--- src/rtl/wsc_pkg.sv ---
// Package for the wavetable sound channel: request and result structs,
// operation codes, configuration register indexes and fixed constants.
// No dependencies.
`timescale 1ns / 1ps

package wsc_pkg;

    localparam int LEVEL_BITS  = 8;
    localparam int FREQ_BITS   = 11;
    localparam int LENGTH_BITS = 8;
    localparam int WAVE_BITS   = 128;
    localparam int CFG_IDX_W   = 3;

    localparam logic [LEVEL_BITS-1:0] MID_LEVEL = 8'h80;

    typedef enum logic [1:0] {
        OP_BASE_TICK   = 2'd0,
        OP_LENGTH_TICK = 2'd1,
        OP_TRIGGER     = 2'd2,
        OP_LOAD_LENGTH = 2'd3
    } op_t;

    localparam logic [CFG_IDX_W-1:0] CFG_CHANNEL_ENABLE = 3'd0;
    localparam logic [CFG_IDX_W-1:0] CFG_FREQUENCY_CODE = 3'd1;
    localparam logic [CFG_IDX_W-1:0] CFG_VOLUME_CODE    = 3'd2;
    localparam logic [CFG_IDX_W-1:0] CFG_LENGTH_ENABLE  = 3'd3;
    localparam logic [CFG_IDX_W-1:0] CFG_WAVE_LOW       = 3'd4;
    localparam logic [CFG_IDX_W-1:0] CFG_WAVE_HIGH      = 3'd5;

    typedef struct packed {
        op_t                    operation;
        logic [LENGTH_BITS-1:0] length_load;
    } in_item_t;

    typedef struct packed {
        logic [LEVEL_BITS-1:0]  dac_value;
        logic                   sample_strobe;
        logic                   key_on;
        logic [LENGTH_BITS-1:0] length_now;
    } out_item_t;

    typedef struct packed {
        logic                 channel_enable;
        logic [FREQ_BITS-1:0] frequency_code;
        logic [1:0]           volume_code;
        logic                 length_enable;
    } ctrl_t;

endpackage

--- src/rtl/wsc_sample_shaper.sv ---
// Sample shaper: selects one table entry from the packed wave registers
// and scales it by the volume code into an 8-bit level. Uses wsc_pkg.
`timescale 1ns / 1ps

module wsc_sample_shaper #(
    parameter int TABLE_DEPTH = 32,
    parameter int SAMPLE_BITS = 4,
    parameter int IDX_W       = $clog2(TABLE_DEPTH)
) (
    input  logic [wsc_pkg::WAVE_BITS-1:0]  wave_bits,
    input  logic [IDX_W-1:0]               entry_index,
    input  logic [1:0]                     volume_code,
    output logic [wsc_pkg::LEVEL_BITS-1:0] level
);
    import wsc_pkg::*;

    localparam int TABLE_BITS = TABLE_DEPTH * SAMPLE_BITS;
    localparam int SHIFT_UP   = LEVEL_BITS - SAMPLE_BITS;

    logic [TABLE_BITS-1:0]  table_vec;
    logic [SAMPLE_BITS-1:0] entry;
    logic [LEVEL_BITS-1:0]  entry_ext;
    logic [LEVEL_BITS-1:0]  entry_down;

    for (genvar i = 0; i < TABLE_BITS; i++) begin : g_bits
        if (i < WAVE_BITS) begin : g_reg
            assign table_vec[i] = wave_bits[i];
        end else begin : g_zero
            assign table_vec[i] = 1'b0;
        end
    end

    always_comb begin
        entry      = table_vec[int'(entry_index) * SAMPLE_BITS +: SAMPLE_BITS];
        entry_ext  = LEVEL_BITS'(entry);
        entry_down = entry_ext >> (volume_code - 2'd1);
        if (volume_code == 2'd0) begin
            level = '0;
        end else begin
            level = LEVEL_BITS'(entry_down << SHIFT_UP);
        end
    end

endmodule

--- src/rtl/wsc_channel_state.sv ---
// Channel state: divider, table index, output buffer, DAC hold, trigger,
// key-on and length counter, updated once per request. Uses wsc_pkg and
// wsc_sample_shaper.
`timescale 1ns / 1ps

module wsc_channel_state #(
    parameter int TABLE_DEPTH = 32,
    parameter int SAMPLE_BITS = 4
) (
    input  logic                          aclk,
    input  logic                          aresetn,
    input  logic                          advance,
    input  wsc_pkg::in_item_t             item,
    input  wsc_pkg::ctrl_t                ctrl,
    input  logic [wsc_pkg::WAVE_BITS-1:0] wave_bits,
    output wsc_pkg::out_item_t            result
);
    import wsc_pkg::*;

    localparam int IDX_W = (TABLE_DEPTH > 1) ? $clog2(TABLE_DEPTH) : 1;
    localparam logic [IDX_W-1:0] LAST_INDEX = IDX_W'(TABLE_DEPTH - 1);

    logic [IDX_W-1:0]       index_reg, index_next, index_eff;
    logic [FREQ_BITS-1:0]   divider_reg, divider_next;
    logic [LEVEL_BITS-1:0]  buffer_reg, buffer_next;
    logic [LEVEL_BITS-1:0]  dac_reg, dac_next;
    logic                   pending_reg, pending_next;
    logic                   playing_reg, playing_next;
    logic [LENGTH_BITS-1:0] length_reg, length_next;
    logic [LEVEL_BITS-1:0]  level;
    logic                   step;
    logic                   silent;

    wsc_sample_shaper #(
        .TABLE_DEPTH(TABLE_DEPTH),
        .SAMPLE_BITS(SAMPLE_BITS),
        .IDX_W      (IDX_W)
    ) u_shaper (
        .wave_bits  (wave_bits),
        .entry_index(index_eff),
        .volume_code(ctrl.volume_code),
        .level      (level)
    );

    always_comb begin
        step      = (item.operation == OP_BASE_TICK) && (divider_reg == '0);
        silent    = !ctrl.channel_enable || (ctrl.length_enable && length_reg == '0);
        index_eff = pending_reg ? '0 : index_reg;

        index_next   = index_reg;
        divider_next = divider_reg;
        buffer_next  = buffer_reg;
        dac_next     = dac_reg;
        pending_next = pending_reg;
        playing_next = playing_reg;
        length_next  = length_reg;

        case (item.operation)
            OP_BASE_TICK: begin
                if (step) begin
                    divider_next = ~ctrl.frequency_code;
                    dac_next     = buffer_reg;
                    if (silent) begin
                        buffer_next  = MID_LEVEL;
                        playing_next = 1'b0;
                    end else begin
                        if (pending_reg) begin
                            pending_next = 1'b0;
                            playing_next = 1'b1;
                        end
                        buffer_next = level;
                        index_next  = (index_eff == LAST_INDEX) ? '0 : index_eff + 1'b1;
                    end
                end else begin
                    divider_next = divider_reg - 1'b1;
                end
            end
            OP_LENGTH_TICK: begin
                if (ctrl.length_enable && length_reg != '0) begin
                    length_next = length_reg + 1'b1;
                end
            end
            OP_TRIGGER: begin
                pending_next = 1'b1;
            end
            OP_LOAD_LENGTH: begin
                length_next = item.length_load;
            end
            default: begin
                pending_next = pending_reg;
            end
        endcase

        result.dac_value     = dac_next;
        result.sample_strobe = step;
        result.key_on        = playing_next;
        result.length_now    = length_next;
    end

    always_ff @(posedge aclk) begin
        if (!aresetn) begin
            index_reg   <= '0;
            divider_reg <= '0;
            buffer_reg  <= MID_LEVEL;
            dac_reg     <= MID_LEVEL;
            pending_reg <= 1'b0;
            playing_reg <= 1'b0;
            length_reg  <= '0;
        end else if (advance) begin
            index_reg   <= index_next;
            divider_reg <= divider_next;
            buffer_reg  <= buffer_next;
            dac_reg     <= dac_next;
            pending_reg <= pending_next;
            playing_reg <= playing_next;
            length_reg  <= length_next;
        end
    end

    a_reload: assert property (@(posedge aclk) disable iff (!aresetn)
        aresetn && advance && step |=> divider_reg == ~$past(ctrl.frequency_code))
        else $error("divider not reloaded after sample step");

    a_silent: assert property (@(posedge aclk) disable iff (!aresetn)
        aresetn && advance && step && silent
        |=> buffer_reg == MID_LEVEL && !playing_reg && $stable(index_reg))
        else $error("silent step did not park the channel");

    a_dac: assert property (@(posedge aclk) disable iff (!aresetn)
        aresetn && advance && step |=> dac_reg == $past(buffer_reg))
        else $error("DAC did not take the buffered value");

    a_hold: assert property (@(posedge aclk) disable iff (!aresetn)
        aresetn && !advance |=> $stable(divider_reg) && $stable(length_reg)
                                && $stable(index_reg))
        else $error("state moved without a request");

endmodule

--- src/rtl/wavetable_sound_channel.sv ---
// Top level of the wavetable sound channel: configuration registers,
// request register, result register and handshakes.
// Uses wsc_pkg and wsc_channel_state.
//
// Usage:
//   cfg_valid/cfg_ready/cfg_index/cfg_data write the six registers: channel
//   enable, frequency code, volume code, length enable and the two 64-bit
//   wave words. cfg_ready is always high; indexes past the list are dropped.
//   s_valid/s_ready/s_data carry one request: base tick, length tick,
//   trigger or length load. Each request yields exactly one result on
//   m_valid/m_ready/m_data: DAC level, sample strobe, key-on, length.
//   Each request passes from the request register to the result register,
//   which drives m_valid; one request is taken every cycle while results are
//   taken, bounded by the single-pass channel state update between the two.
//   When the receiver stalls, the result register holds and the request
//   register fills, then s_ready drops; nothing is lost.
//   Synchronous active-low reset empties both registers, clears the
//   configuration to zero and parks the channel at mid-level 0x80 with
//   the divider at zero, so the first base tick steps at once.
`timescale 1ns / 1ps

module wavetable_sound_channel #(
    parameter int TABLE_DEPTH = 32,
    parameter int SAMPLE_BITS = 4
) (
    input  logic                          aclk,
    input  logic                          aresetn,
    input  logic                          cfg_valid,
    output logic                          cfg_ready,
    input  logic [wsc_pkg::CFG_IDX_W-1:0] cfg_index,
    input  logic [63:0]                   cfg_data,
    input  logic                          s_valid,
    output logic                          s_ready,
    input  wsc_pkg::in_item_t             s_data,
    output logic                          m_valid,
    input  logic                          m_ready,
    output wsc_pkg::out_item_t            m_data
);
    import wsc_pkg::*;

    ctrl_t                ctrl_reg;
    logic [63:0]          wave_low_reg;
    logic [63:0]          wave_high_reg;
    logic                 in_valid_reg;
    in_item_t             in_data_reg;
    logic                 m_valid_reg;
    out_item_t            m_data_reg;
    out_item_t            result;
    logic                 advance;

    assign cfg_ready = 1'b1;
    assign advance   = in_valid_reg && (!m_valid_reg || m_ready);
    assign s_ready   = !in_valid_reg || advance;
    assign m_valid   = m_valid_reg;
    assign m_data    = m_data_reg;

    always_ff @(posedge aclk) begin
        if (!aresetn) begin
            ctrl_reg      <= '0;
            wave_low_reg  <= '0;
            wave_high_reg <= '0;
        end else if (cfg_valid) begin
            case (cfg_index)
                CFG_CHANNEL_ENABLE: ctrl_reg.channel_enable <= cfg_data[0];
                CFG_FREQUENCY_CODE: ctrl_reg.frequency_code <= cfg_data[FREQ_BITS-1:0];
                CFG_VOLUME_CODE:    ctrl_reg.volume_code    <= cfg_data[1:0];
                CFG_LENGTH_ENABLE:  ctrl_reg.length_enable  <= cfg_data[0];
                CFG_WAVE_LOW:       wave_low_reg            <= cfg_data;
                CFG_WAVE_HIGH:      wave_high_reg           <= cfg_data;
                default:            ctrl_reg                <= ctrl_reg;
            endcase
        end
    end

    always_ff @(posedge aclk) begin
        if (!aresetn) begin
            in_valid_reg <= 1'b0;
            m_valid_reg  <= 1'b0;
        end else begin
            if (s_valid && s_ready) begin
                in_valid_reg <= 1'b1;
            end else if (advance) begin
                in_valid_reg <= 1'b0;
            end
            if (advance) begin
                m_valid_reg <= 1'b1;
            end else if (m_ready) begin
                m_valid_reg <= 1'b0;
            end
        end
    end

    always_ff @(posedge aclk) begin
        if (s_valid && s_ready) begin
            in_data_reg <= s_data;
        end
        if (advance) begin
            m_data_reg <= result;
        end
    end

    wsc_channel_state #(
        .TABLE_DEPTH(TABLE_DEPTH),
        .SAMPLE_BITS(SAMPLE_BITS)
    ) u_state (
        .aclk     (aclk),
        .aresetn  (aresetn),
        .advance  (advance),
        .item     (in_data_reg),
        .ctrl     (ctrl_reg),
        .wave_bits({wave_high_reg, wave_low_reg}),
        .result   (result)
    );

endmodule

--- config.mk ---
export PLATFORM = sky130hd
export DESIGN_NAME = wavetable_sound_channel
export DESIGN_NICKNAME = d
export VERILOG_FILES = /design/src/rtl/wsc_pkg.sv /design/src/rtl/wsc_sample_shaper.sv /design/src/rtl/wsc_channel_state.sv /design/src/rtl/wavetable_sound_channel.sv
export SDC_FILE = /design/constraint.sdc
export NUM_CORES = 1
export LEC_CHECK = 0
export ABC_AREA = 1
export BUFFER_PORTS_ARGS = -buffer_cell sky130_fd_sc_hd__buf_2
export CAP_MARGIN = 20
export CORE_MARGIN = 2
export CORE_UTILIZATION = 55
export CTS_CLUSTER_SIZE = 25
export DETAILED_ROUTE_END_ITERATION = 8
export GPL_ROUTABILITY_DRIVEN = 0
export PLACE_DENSITY = 0.75
export SYNTH_ARGS = -nofsm -noshare
export SYNTH_HDL_FRONTEND = slang
export SYNTH_SLANG_ARGS = --single-unit
--- constraint.sdc ---
create_clock -name aclk -period 2.7 [get_ports aclk]
set_input_delay 0.54 -clock aclk [delete_from_list [all_inputs] [get_ports aclk]]
set_output_delay 0.54 -clock aclk [all_outputs]
set_load 0.01 [all_outputs]
Yosys cells after proc, flatten, opt, wreduce, memory -nomap -nowiden
Cells that the tools add are included.
{"block": "classes", "add_sub_neg": 4, "eq_ne": 11, "shifts": 2, "mux": 20, "n_bitwise": 2, "n_reduce_logical": 30}
{"operator": "variable part select 128 x 8 -> 4 bit", "n": 1}
{"operator": "2-to-1 mux 8 bit", "n": 5}
{"operator": "case mux 8 bit (2 select lines)", "n": 1}
{"operator": "AND reduction 2 bit", "n": 7}
{"operator": "zero test 11 bit", "n": 1}
{"operator": "2-to-1 mux 11 bit", "n": 1}
{"operator": "inverter 11 bit", "n": 1}
{"operator": "subtractor 11 x 1 -> 11 bit (second input constant)", "n": 1}
{"operator": "2-to-1 mux 1 bit", "n": 10}
{"operator": "2-to-1 mux 5 bit", "n": 2}
{"operator": "adder 8 x 1 -> 8 bit (second input constant)", "n": 1}
{"operator": "zero test 8 bit", "n": 1}
{"operator": "AND reduction 4 bit", "n": 2}
{"operator": "nonzero test 8 bit", "n": 1}
{"operator": "equality test 3 x 2 -> 1 bit (second input constant)", "n": 2}
{"operator": "equality test 3 bit (second input constant)", "n": 2}
{"operator": "nonzero test 2 bit", "n": 3}
{"operator": "adder 5 x 1 -> 5 bit (second input constant)", "n": 1}
{"operator": "equality test 5 bit (second input constant)", "n": 1}
{"operator": "logical AND 1 bit", "n": 5}
{"operator": "equality test 2 bit (second input constant)", "n": 2}
{"operator": "zero test 2 bit", "n": 2}
{"operator": ">> shifter 4 x 2 -> 4 bit", "n": 1}
{"operator": "equality test 3 x 1 -> 1 bit (second input constant)", "n": 1}
{"operator": "10 further kinds", "n": 14}
{"block": "totals", "register_bits": 215, "inputBits": 82}

Logic depth before layout (Yosys ltp)
Gate-level depths: netlist (run 1).
{"block": "logic_depth", "word_depth": 6, "depth_mapped": 14, "depth_no_buf": 13}

Hierarchy
A second synthesis (run 1) with hierarchy kept.
{"block": "unflattened", "cells_unflattened": 1685, "hier_area_um2": 11073.1}
{"mod": "wavetable_sound_channel", "instances": 1, "cells_per_inst": 900, "area_each_um2": 6789.0, "seq_area_each_um2": 3743.6}
{"mod": "wsc_channel_state", "instances": 1, "cells_per_inst": 462, "area_each_um2": 2797.7, "seq_area_each_um2": 840.8}
{"mod": "wsc_sample_shaper", "instances": 1, "cells_per_inst": 323, "area_each_um2": 1486.4, "seq_area_each_um2": 0.0}

Least setup slack after synthesis (run 1)
OpenSTA, ideal clock, no wires.
{"block": "synth_path", "kind": "input-to-reg", "from": "input port m_ready", "to": "register u_state.divider_reg[1]", "setup_time_ns": 0.119, "arrival_ns": 2.048, "slack_ns": 0.533, "stages": 9, "n_path_buf": 1, "path_cell_list": "inv_1 nand2_1 nand2_1 clkinv_1 nand2_2 inv_1 buf_2 o21ai_0 a21oi_1"}
{"block": "synth_between", "elab_chain_cells": 3}
{"element": "start: declaration", "line": "wavetable_sound_channel.sv:36", "text": "input logic m_ready,"}
{"element": "logical OR 1 bit", "line": "wavetable_sound_channel.sv:52", "text": "assign advance = in_valid_reg && (!m_valid_reg || m_ready);"}
{"element": "logical AND 1 bit", "line": "wavetable_sound_channel.sv:52"}
{"element": "named net advance", "line": "wavetable_sound_channel.sv:49", "text": "logic advance;"}
{"element": "AND reduction 2 bit (no source line)"}
{"element": "end signal: assignment", "line": "wsc_channel_state.sv:111", "text": "divider_reg <= divider_next;"}
{"element": "end: declaration", "line": "wsc_channel_state.sv:24", "text": "logic [FREQ_BITS-1:0] divider_reg, divider_next;"}
The timed path passes the listed nets, and every way through them passes these cells.
A chain may end at the register's enable or synchronous reset.

Worst setup path after layout (run 1)
{"block": "layout_path", "from": "register u_state.pending_reg", "to": "register u_state.buffer_reg[4]"}
{"block": "layout_between", "elab_chain_cells": 5}
{"element": "start: declaration", "line": "wsc_channel_state.sv:27", "text": "logic pending_reg, pending_next;"}
{"element": "start signal: assignment", "line": "wsc_channel_state.sv:114", "text": "pending_reg <= pending_next;"}
{"element": "2-to-1 mux 5 bit", "line": "wsc_channel_state.sv:48", "text": "index_eff = pending_reg ? '0 : index_reg;"}
{"element": "variable part select 128 x 8 -> 4 bit", "line": "wsc_sample_shaper.sv:34", "text": "entry = table_vec[int'(entry_index) * SAMPLE_BITS +: SAMPLE_BITS];"}
{"element": ">> shifter 4 x 2 -> 4 bit", "line": "wsc_sample_shaper.sv:36", "text": "entry_down = entry_ext >> (volume_code - 2'd1);"}
{"element": "2-to-1 mux 8 bit", "line": "wsc_sample_shaper.sv:37", "text": "if (volume_code == 2'd0) begin"}
{"element": "2-to-1 mux 8 bit", "line": "wsc_channel_state.sv:63", "text": "if (silent) begin"}
{"element": "end signal: assignment", "line": "wsc_channel_state.sv:112", "text": "buffer_reg <= buffer_next;"}
{"element": "end: declaration", "line": "wsc_channel_state.sv:25", "text": "logic [LEVEL_BITS-1:0] buffer_reg, buffer_next;"}
Every way passes these cells.

==> out/metrics.csv, run 1 <==
metric,value,unit
syn_area_per_cell,7.18,µm²
crit path launch type,register,
die height,136,µm
Syn. warnings,0,
ys async rst share,0,
Clock Tree Buf Depth,3,
largest fanout on the critical path,28,
"Largest stage delay, worst path",0.49,ns
number of buffers created by CTS,22,
CTS Hold Buffers Added,0,
DRT Pass-1 Iters,5,
Mapped Cells,1326,
pre-CTS setup slack,0.501,ns
IO Pins,103,
most frequent cells in the layout,"315 x nor2_1, 195 x nand2_1, 183 x dfxtp_1",
Starting DRT DRC Count,757,
Routed WL,24.2,mm
worst hold path type,input pin to register,
# clock sinks,211,
n_diodes,0,
Max Cap Viol,0,
largest net degree at the start of global routing,66,
multi-input logic area,4330,µm²
CTS tree,done,
Max Clk Rate,445,MHz
register area,4500,µm²
Core Region,17100,µm²
Max IR drop VDD,444,µV
final hold viol count,0,
Slew @ Worst Pin,0.638,ns
Die Span X,136,µm
Critical Path RT,3.07,ns
Yosys cell types,40,
final setup fails,0,
Crit path max-delay family,simple AND/OR/NAND/NOR gates,
pwr dens,647,nW/µm²
clk_lat worst skew,0.51,ns
Final Skew,0.0194,ns
setup slack after layout,0.453,ns
CP Launch Point,u_state.pending_reg,
port buffer count,101,
layout cells sized above 1,0.130,
hold path startpoint,s_data[4],
fin crit share,0.832,
CP arrival,2.62,ns
Setup CP Type,register to register,
register bit total from synthesis,211,
CP cell instances,"inv_4, nand2_2, inv_1, nand3_1, nand3_1, nand3_1, nand3_1, nand3_1, nand3_1, nand2_1, nor2_1, nor2_1",
status,"finished, final reports clean",
via density per instance,5.45,
row count,48,
synthesized area,9530,µm²
PostCTS Resize Cnt,0,
Filler Cell Count,1554,
Worst Path Buf+Inv,2,
"commonest non-fill, non-tap cell in the layout",nor2_1,
Synth Flop Type,dfxtp_1,
initial antenna violation count,0,
Avg WL per Cell,14.8,µm
htree depth,1,
"antenna viol nets, final",0,
slew margin rel.,0.574,
Post-synth EDFFs,28,
Slowest cell on crit path,inv_1,
max-slew violation total from the final report,0,
Post-CTS Setup Repair Bufs,0,
global route overflow,0,
via count,8905,
R2R Path Start,u_state.pending_reg,
RSZ-0062 raised after global routing,no,
die area,18400,µm²
total power,0.00704,W
Leak,4.88,nW
post-DP HPWL,16.0,mm
Fin Setup TNS,0,ns
DRC Markers,0,
clock-pin slew on the worst setup and hold paths,0.06,ns
critical path endpoint category,register,
vias in the first global route,8311,
Layout area overhead,14.2,%
Starting Density,0.557,
min Tclk post-route,2.25,ns
global-route wire length before repair,40.2,mm
post-synthesis sequential area ratio,0.473,
placed cells,1595,
hold_ws,0.215,ns
syn_nets,1415,
overall global routing resource usage,0.265,
most frequent CP cell,nand3_1,
root buffer cell,clkbuf_16,
fin nets,1483,
Layout Cells excl Fill,1635,
-- metrics by stage --
stage,instance area (µm²),utilization
after floorplan,9530,-
after global placement,10100,0.591
after detailed placement,10100,0.591
after CTS,10900,0.635
after global routing,10900,0.635
final,10900,0.635
-- cells by family (layout without fill, tap and decap cells) --
kind of cell,Yosys count,count (layout),synth area share
compound gates,237,237,0.131
buf+inv,163,247,0.0739
xor+xnor,6,6,0.00552
fa+ha+maj,7,7,0.00919
simple gates,701,701,0.307
flops,211,211,0.473
other cells,1,1,0.000394
-- cell type report --
type                            instances  area share
Inverter                               86      0.0299
Clock inverter                          9     0.00897
Sequential cell                       211       0.414
Timing Repair Buffer                  121      0.0626
Clock buffer                           31      0.0603
Multi-Input combinational cell        952       0.398
Tap cell                              225      0.0259
-- where the power goes --
part           internal, W  switching (W)
registers          0.00331      0.0000729
logic             0.000196       0.000355
clock network      0.00189        0.00122
-- worst paths after layout --
kind                           end  slack (ns)  cells past startpoint
max          u_state.buffer_reg[4]        0.45                     12
max reg2reg  u_state.buffer_reg[4]        0.45                     12
min                 in_data_reg[4]        0.22                      1
min reg2reg     u_state.dac_reg[3]        0.44                      2
-- per-layer routing --
metal / share of wire / global-route usage / vias up
li1: - / - / 4468
met1: 0.47 / 0.382 / 4110
met4: 0.016 / 0.0689 / 0
met2: 0.46 / 0.422 / 288
met3: 0.060 / 0.0322 / 39
met5: 0 / 0 / -
-- cells in the mapped netlist (5+ instances only) --
master / count / area share
nor2_2: 5 / 0.0033
a21oi_1: 41 / 0.022
buf_6: 5 / 0.0059
inv_1: 79 / 0.031
ha_1: 7 / 0.0092
clkbuf_1: 47 / 0.019
dfxtp_1: 183 / 0.38
edfxtp_1: 28 / 0.088
nor2_1: 316 / 0.12
buf_4: 6 / 0.0047
nand3_1: 160 / 0.084
o21ai_0: 171 / 0.090
nand2_1: 195 / 0.077
a211oi_1: 5 / 0.0039
nor3_1: 7 / 0.0037
buf_2: 15 / 0.0079
o211ai_1: 10 / 0.0079
No activity file was read; power rests on OpenSTA's default activity.
==> inputs of run 2 (changes only) <==
--- a/config.mk
+++ b/config.mk
@@ -5,15 +5,15 @@
 export SDC_FILE = /design/constraint.sdc
 export NUM_CORES = 1
 export LEC_CHECK = 0
-export ABC_AREA = 1
+export ABC_AREA = 0
 export BUFFER_PORTS_ARGS = -buffer_cell sky130_fd_sc_hd__buf_2
 export CAP_MARGIN = 20
 export CORE_MARGIN = 2
-export CORE_UTILIZATION = 55
+export CORE_UTILIZATION = 53
 export CTS_CLUSTER_SIZE = 25
 export DETAILED_ROUTE_END_ITERATION = 8
 export GPL_ROUTABILITY_DRIVEN = 0
-export PLACE_DENSITY = 0.75
+export PLACE_DENSITY = 0.76
 export SYNTH_ARGS = -nofsm -noshare
 export SYNTH_HDL_FRONTEND = slang
 export SYNTH_SLANG_ARGS = --single-unit
==> constraint.sdc (replaced) <==
create_clock -name aclk -period 2 [get_ports aclk]
set_input_delay 0.4 -clock aclk [delete_from_list [all_inputs] [get_ports aclk]]
set_output_delay 0.4 -clock aclk [all_outputs]
set_load 0.01 [all_outputs]
==> run 2 against run 1 <==
Against the previous run:
- sequential share of layout area decreased by 3.3 points
- register-to-register slack got worse by 0.87 ns
- clock power increased by 30%
- the run now ends with setup timing left
- largest power group unchanged
- clock skew decreased by 0.0079 ns
- critical path depth decreased by 4
- design area increased by 9.0%
- critical path type unchanged
- total power increased by 35%
==> out/metrics.csv, run 2 <==
metric,value,unit,change
status,"finished, violations left",,"was finished, final reports clean"
failing checks,setup timing,,
"Largest stage delay, worst path",0.48,ns,was 0.49 ns
clock-pin slew on the worst setup and hold paths,0.06,ns,about the same
max-slew violation total from the final report,0,,unchanged
Max Cap Viol,0,,unchanged
Max Clk Rate,413,MHz,was 445 MHz
Synth area leaders,"dfxtp_1 39%, nand2_1 14%, a21oi_1 10%",,"was dfxtp_1 38%, nor2_1 12%, o21ai_0 9.0%"
number of buffers created by CTS,23,,was 22
Routed WL,27.1,mm,was 24.2 mm
CTS Hold Buffers Added,0,,unchanged
Die Span X,136,µm,about the same
port buffer count,101,,unchanged
DRT Pass-1 Iters,5,,unchanged
final setup fails,35,,was 0
IO Pins,103,,unchanged
"antenna viol nets, final",0,,unchanged
Final Skew,0.0115,ns,was 0.0194 ns
Worst Path Buf+Inv,2,,unchanged
DRC Markers,0,,unchanged
crit path launch type,register,,unchanged
Yosys cell types,67,,was 40
Fin Setup TNS,-9.59,ns,was 0 ns
largest net degree at the start of global routing,65,,was 66
design area,11900,µm²,was 10900 µm²
Final Util,0.688,,was 0.635
synthesized area,9300,µm²,was 9530 µm²
Syn. warnings,0,,unchanged
syn_nets,1239,,was 1415
layout cells sized above 1,0.257,,was 0.130
Critical Path RT,2.45,ns,was 3.07 ns
most frequent cells in the layout,"331 x nand2_1, 180 x a21oi_1, 174 x dfxtp_1",,"was 315 x nor2_1, 195 x nand2_1, 183 x dfxtp_1"
root buffer cell,clkbuf_16,,unchanged
row count,48,,unchanged
Post-synth top cells,"347 x nand2_1, 192 x a21oi_1, 183 x dfxtp_1, 68 x clkbuf_1, 44 x nor2_1",,"was 316 x nor2_1, 195 x nand2_1, 183 x dfxtp_1, 171 x o21ai_0, 160 x nand3_1"
"commonest non-fill, non-tap cell in the layout",nand2_1,,was nor2_1
register bit total from synthesis,211,,unchanged
Starting DRT DRC Count,891,,was 757
"area leader, netlist",dfxtp_1,,unchanged
fin crit share,1.21,,was 0.832
via count,8993,,was 8905
most frequent CP cell,or4_4,,was nand3_1
setup slack after layout,-0.420,ns,was 0.453 ns
share of the synthesized area in the top cell type,0.394,,was 0.385
CTS tree,done,,unchanged
Synth Flop Type,dfxtp_1,,unchanged
# clock sinks,211,,unchanged
initial antenna violation count,0,,unchanged
Post-synth EDFFs,28,,unchanged
clk_lat worst skew,0.52,ns,was 0.51 ns
Layout area overhead,27.4,%,was 14.2%
Setup CP Type,register to register,,unchanged
die area,18600,µm²,was 18400 µm²
htree depth,1,,unchanged
post-DP HPWL,17.4,mm,was 16.0 mm
pwr dens,803,nW/µm²,was 647 nW/µm²
dpl cell area,10700,µm²,was 10100 µm²
RSZ-0062 raised after global routing,yes,,was no
CP arrival,2.87,ns,was 2.62 ns
Avg WL per Cell,17.5,µm,was 14.8 µm
final hold viol count,0,,unchanged
critical path endpoint category,register,,unchanged
fin nets,1399,,was 1483
via density per instance,5.80,,was 5.45
total power,0.00952,W,was 0.00704 W
global route overflow,0,,unchanged
syn_area_per_cell,8.09,µm²,was 7.18 µm²
overall global routing resource usage,0.282,,was 0.265
Leak,4.42,nW,was 4.88 nW
Mapped Cells,1150,,was 1326
min Tclk post-route,2.42,ns,was 2.25 ns
global-route wire length before repair,42.3,mm,was 40.2 mm
die height,136,µm,about the same
CP cell instances,"inv_2, ha_4, or4b_4, or4_4, or2_4, buf_6, or4_4, a21oi_2",,"was inv_4, nand2_2, inv_1, nand3_1, nand3_1, nand3_1, nand3_1, nand3_1, nand3_1, nand2_1, nor2_1, nor2_1"
n_diodes,0,,unchanged
Filler Cell Count,1347,,was 1554
ys async rst share,0,,unchanged
Crit path max-delay family,simple AND/OR/NAND/NOR gates,,unchanged
largest fanout on the critical path,3,,was 28
Starting Density,0.540,,was 0.557
Clock Tree Buf Depth,3,,unchanged
worst hold path type,input pin to register,,unchanged
Core Region,17200,µm²,was 17100 µm²
most frequent cell after synthesis,nand2_1,,was nor2_1
Slowest cell on crit path,or4b_4,,was inv_1
post-synthesis sequential area ratio,0.484,,was 0.473
Max IR drop VDD,642,µV,was 444 µV
vias in the first global route,8546,,was 8311
-- run 2: cell types whose count changed in the layout (fill, tap and decap cells not counted), moves of 17 or more --
cell / delta
nand3_1: -148
inv_1: -61
mux2i_1: +27
buf_6: +17
o21ai_0: -154
buf_4: +70
nor2_1: -274
a21oi_1: +139
nand2_1: +136
-- run 2: metrics by stage --
step / hold slack [ns] / worst slack [ns] / cells
finish: 0.0600 / -0.420 / 1550
global route: 0.0508 / -0.502 / 1550
CTS: 0.0502 / -0.406 / 1543
detailed placement: 0.444 / -0.519 / 1497
global placement: 0.438 / -0.467 / 1497
floorplan: 0.431 / -0.378 / 1150
-- run 2: kinds of logic (layout without fill, tap and decap cells) --
| kind of cell | after synthesis | count (layout) | share of synthesized area |
|---|---|---|---|
| AOI/OAI and AO/OA | 310 | 310 | 0.194 |
| other | 1 | 1 | 0.000403 |
| xor gates and xnor gates | 1 | 1 | 0.000942 |
| buffers and inverters | 103 | 278 | 0.0429 |
| and+or+nand+nor | 479 | 479 | 0.218 |
| muxes | 38 | 38 | 0.0496 |
| adders and majority gates | 7 | 7 | 0.00942 |
| DFF | 211 | 211 | 0.484 |
-- run 2: power by group --
group	internal (W)	leakage [nW]	total (W)	switching, W
clock	0.00235	0.347	0.00403	0.00167
sequential	0.00441	1.75	0.00446	0.0000589
combinational	0.000425	2.32	0.00103	0.000603
-- run 2: repair_timing --
item                                    in CTS  in global routing
gates cloned                                 0                  0
resized for setup                           29                 65
setup buffers                                7                  9
pin swaps                                   15                 33
endpoints found under the setup margin      34                 41
-- run 2: path summary, 6_finish.rpt --
check / endpoint / startpoint / slack [ns] / depth (start not counted)
max: u_state.index_reg[3] / u_state.divider_reg[1] / -0.42 / 8
min reg2reg: wave_low_reg[35] / wave_low_reg[35] / 0.45 / 2
min: in_data_reg[8] / s_data[8] / 0.06 / 1
max reg2reg: u_state.index_reg[3] / u_state.divider_reg[1] / -0.42 / 8
-- run 2: cell type report --
| class | count | area (µm²) | area share |
|---|---|---|---|
| Tap cell | 225 | 282 | 0.0238 |
| Clock inverter | 6 | 38.8 | 0.00327 |
| Clock buffer | 34 | 679 | 0.0573 |
| Inverter | 22 | 90.1 | 0.00760 |
| Timing Repair Buffer | 216 | 1560 | 0.131 |
| Multi-Input combinational cell | 836 | 4680 | 0.395 |
| Sequential cell | 211 | 4520 | 0.381 |
-- run 2: metal layers --
| layer | part of all wire | GRT usage | routed length (µm) |
|---|---|---|---|
| met5 | 0 | 0 | 0 |
| met4 | 0.033 | 0.0978 | 888 |
| met1 | 0.41 | 0.367 | 11100 |
| met3 | 0.065 | 0.0384 | 1760 |
| met2 | 0.49 | 0.481 | 13300 |
==> inputs of run 3 (changes only) <==
--- a/config.mk
+++ b/config.mk
@@ -5,7 +5,7 @@
 export SDC_FILE = /design/constraint.sdc
 export NUM_CORES = 1
 export LEC_CHECK = 0
-export ABC_AREA = 0
+export ABC_AREA = 1
 export BUFFER_PORTS_ARGS = -buffer_cell sky130_fd_sc_hd__buf_2
 export CAP_MARGIN = 20
 export CORE_MARGIN = 2
==> run 3 against run 2 <==
Against the previous run:
- the flow now finishes without violations
- register-to-register slack better by 0.58 ns
- combinational power shrank 23%
- setup slack improved by 0.58 ns
- worst hold slack better by 0.011 ns
- count of clock-buffer cells in the layout shrank 1
- global-route usage shrank 2.2 points
- critical path type unchanged
==> out/metrics.csv, run 3 (same netlist as run 1, synthesis figures left out) <==
metric,value,unit,change
pwr dens,854,nW/µm²,was 803 nW/µm²
min Tclk post-route,1.84,ns,was 2.42 ns
PostCTS Resize Cnt,0,,was 29
initial antenna violation count,0,,unchanged
largest fanout on the critical path,11,,was 3
"antenna viol nets, final",0,,unchanged
critical path endpoint category,register,,unchanged
CP Launch Point,u_state.pending_reg,,was u_state.divider_reg[1]
CP arrival,2.24,ns,was 2.87 ns
Post-CTS Setup Repair Bufs,0,,was 7
die area,19100,µm²,was 18600 µm²
via count,9151,,was 8993
overall global routing resource usage,0.261,,was 0.282
Layout area overhead,16.1,%,was 27.4%
CTS tree,done,,unchanged
Final Skew,0.0103,ns,was 0.0115 ns
Starting Density,0.536,,was 0.540
status,"finished, final reports clean",,"was finished, violations left"
Max Cap Viol,0,,unchanged
setup slack after layout,0.159,ns,was -0.420 ns
max-slew violation total from the final report,0,,unchanged
n_diodes,0,,unchanged
fin nets,1501,,was 1399
Avg WL per Cell,15.5,µm,was 17.5 µm
DRC Markers,0,,unchanged
number of buffers created by CTS,23,,unchanged
layout cells sized above 1,0.142,,was 0.257
largest net degree at the start of global routing,66,,was 65
Clock Tree Buf Depth,3,,unchanged
Hold Path Sink,in_data_reg[1],,was in_data_reg[8]
die height,138,µm,was 136 µm
Leak,4.95,nW,was 4.42 nW
root buffer cell,clkbuf_16,,unchanged
final setup fails,0,,was 35
CTS Hold Buffers Added,0,,unchanged
fin crit share,0.921,,was 1.21
global-route wire length before repair,42.3,mm,about the same
Fin Setup TNS,0,ns,was -9.59 ns
DRT Pass-1 Iters,5,,unchanged
Max Clk Rate,543,MHz,was 413 MHz
port buffer count,101,,unchanged
global route overflow,0,,unchanged
post-DP HPWL,16.5,mm,was 17.4 mm
pre-CTS setup slack,0.0728,ns,was -0.519 ns
via density per instance,5.53,,was 5.80
R2R Path Start,u_state.pending_reg,,was u_state.divider_reg[1]
Hold Path Depth,1,,unchanged
clock-pin slew on the worst setup and hold paths,0.06,ns,about the same
final hold viol count,0,,unchanged
row count,49,,was 48
Max IR drop VDD,732,µV,was 642 µV
most frequent cells in the layout,"314 x nor2_1, 194 x nand2_1, 183 x dfxtp_1",,"was 331 x nand2_1, 180 x a21oi_1, 174 x dfxtp_1"
hold path startpoint,s_data[1],,was s_data[8]
Filler Cell Count,1610,,was 1347
RR Endpoint,u_state.buffer_reg[4],,was u_state.index_reg[3]
IO Pins,103,,unchanged
reg2reg path depth,13,,was 8
Setup CP Type,register to register,,unchanged
Starting DRT DRC Count,817,,was 891
vias in the first global route,8747,,was 8546
R2R Setup Slk,0.16,ns,was -0.42 ns
crit path launch type,register,,unchanged
Routed WL,25.6,mm,was 27.1 mm
Core Region,17800,µm²,was 17200 µm²
worst hold path type,input pin to register,,unchanged
# clock sinks,211,,unchanged
Critical Path RT,2.39,ns,was 2.45 ns
clk_lat worst skew,0.51,ns,was 0.52 ns
Die Span X,138,µm,was 136 µm
"commonest non-fill, non-tap cell in the layout",nor2_1,,was nand2_1
htree depth,1,,unchanged
run 3: changes by cell type in the layout (fill, tap and decap cells not counted), moves of 56 or more:
cell / before / now
a21oi_1: 180 / 41
buf_4: 88 / 32
inv_1: 17 / 77
nand2_1: 331 / 194
nand3_1: 12 / 159
nor2_1: 41 / 314
o21ai_0: 17 / 170
run 3: worst max-delay path by stage:
stage	end	slack [ns]	cells past startpoint
floorplan	m_data[5]	0.28	10
global placement	m_data[3]	0.15	10
detailed placement	u_state.length_reg[5]	0.07	12
CTS	u_state.length_reg[5]	0.04	12
global route	u_state.length_reg[5]	-0.03	12
finish	u_state.buffer_reg[4]	0.16	13
run 3: layer usage:
| layer | track usage | wire, µm | up-vias |
|---|---|---|---|
| met3 | 0.0364 | 1990 | 50 |
| met1 | 0.360 | 11200 | 4245 |
| met2 | 0.430 | 11900 | 358 |
| li1 | - | - | 4498 |
| met4 | 0.0763 | 527 | 0 |
| met5 | 0 | 0 | - |
run 3: cell type report:
type                    count  area (µm²)  area share
multi-input cells         952        4360       0.394
inverters                  86         333      0.0301
clock inverters             5        75.1     0.00679
flip-flops and latches    211        4500       0.407
clock buffers              33         643      0.0581
repair buffers            138         861      0.0778
well taps                 229         287      0.0259
run 3: stage by stage:
| step | util | total power (W) | cells | instance area [µm²] | hold slack, ns |
|---|---|---|---|---|---|
| 2_1_floorplan | - | 0.00510 | 1326 | 9530 | 0.419 |
| 3_3_place_gp | 0.580 | 0.00539 | 1616 | 10300 | 0.426 |
| 3_5_place_dp | 0.580 | 0.00541 | 1616 | 10300 | 0.429 |
| 4_1_cts | 0.620 | 0.00949 | 1654 | 11000 | 0.0569 |
| 5_1_grt | 0.622 | 0.00978 | 1654 | 11100 | 0.0621 |
| 6_report | 0.622 | 0.00945 | 1654 | 11100 | 0.0712 |
run 3: worst max-delay path, cell delays in order, from the launching register on:
cell,delay [ns]
dfxtp_1,0.33
inv_4,0.12
nand2_4,0.06
inv_2,0.20
buf_4,0.21
nand3_1,0.10
nand3_1,0.13
nand3_1,0.11
nand3_1,0.13
nand3_1,0.09
nand3_1,0.09
nor2_1,0.04
nor2_1,0.08
nor2_1,0.04
run 3: power breakdown:
group / total, W / switching (W) / internal, W
combinational: 0.000790 / 0.000511 / 0.000279
clock: 0.00410 / 0.00163 / 0.00247
sequential: 0.00456 / 0.0000885 / 0.00447
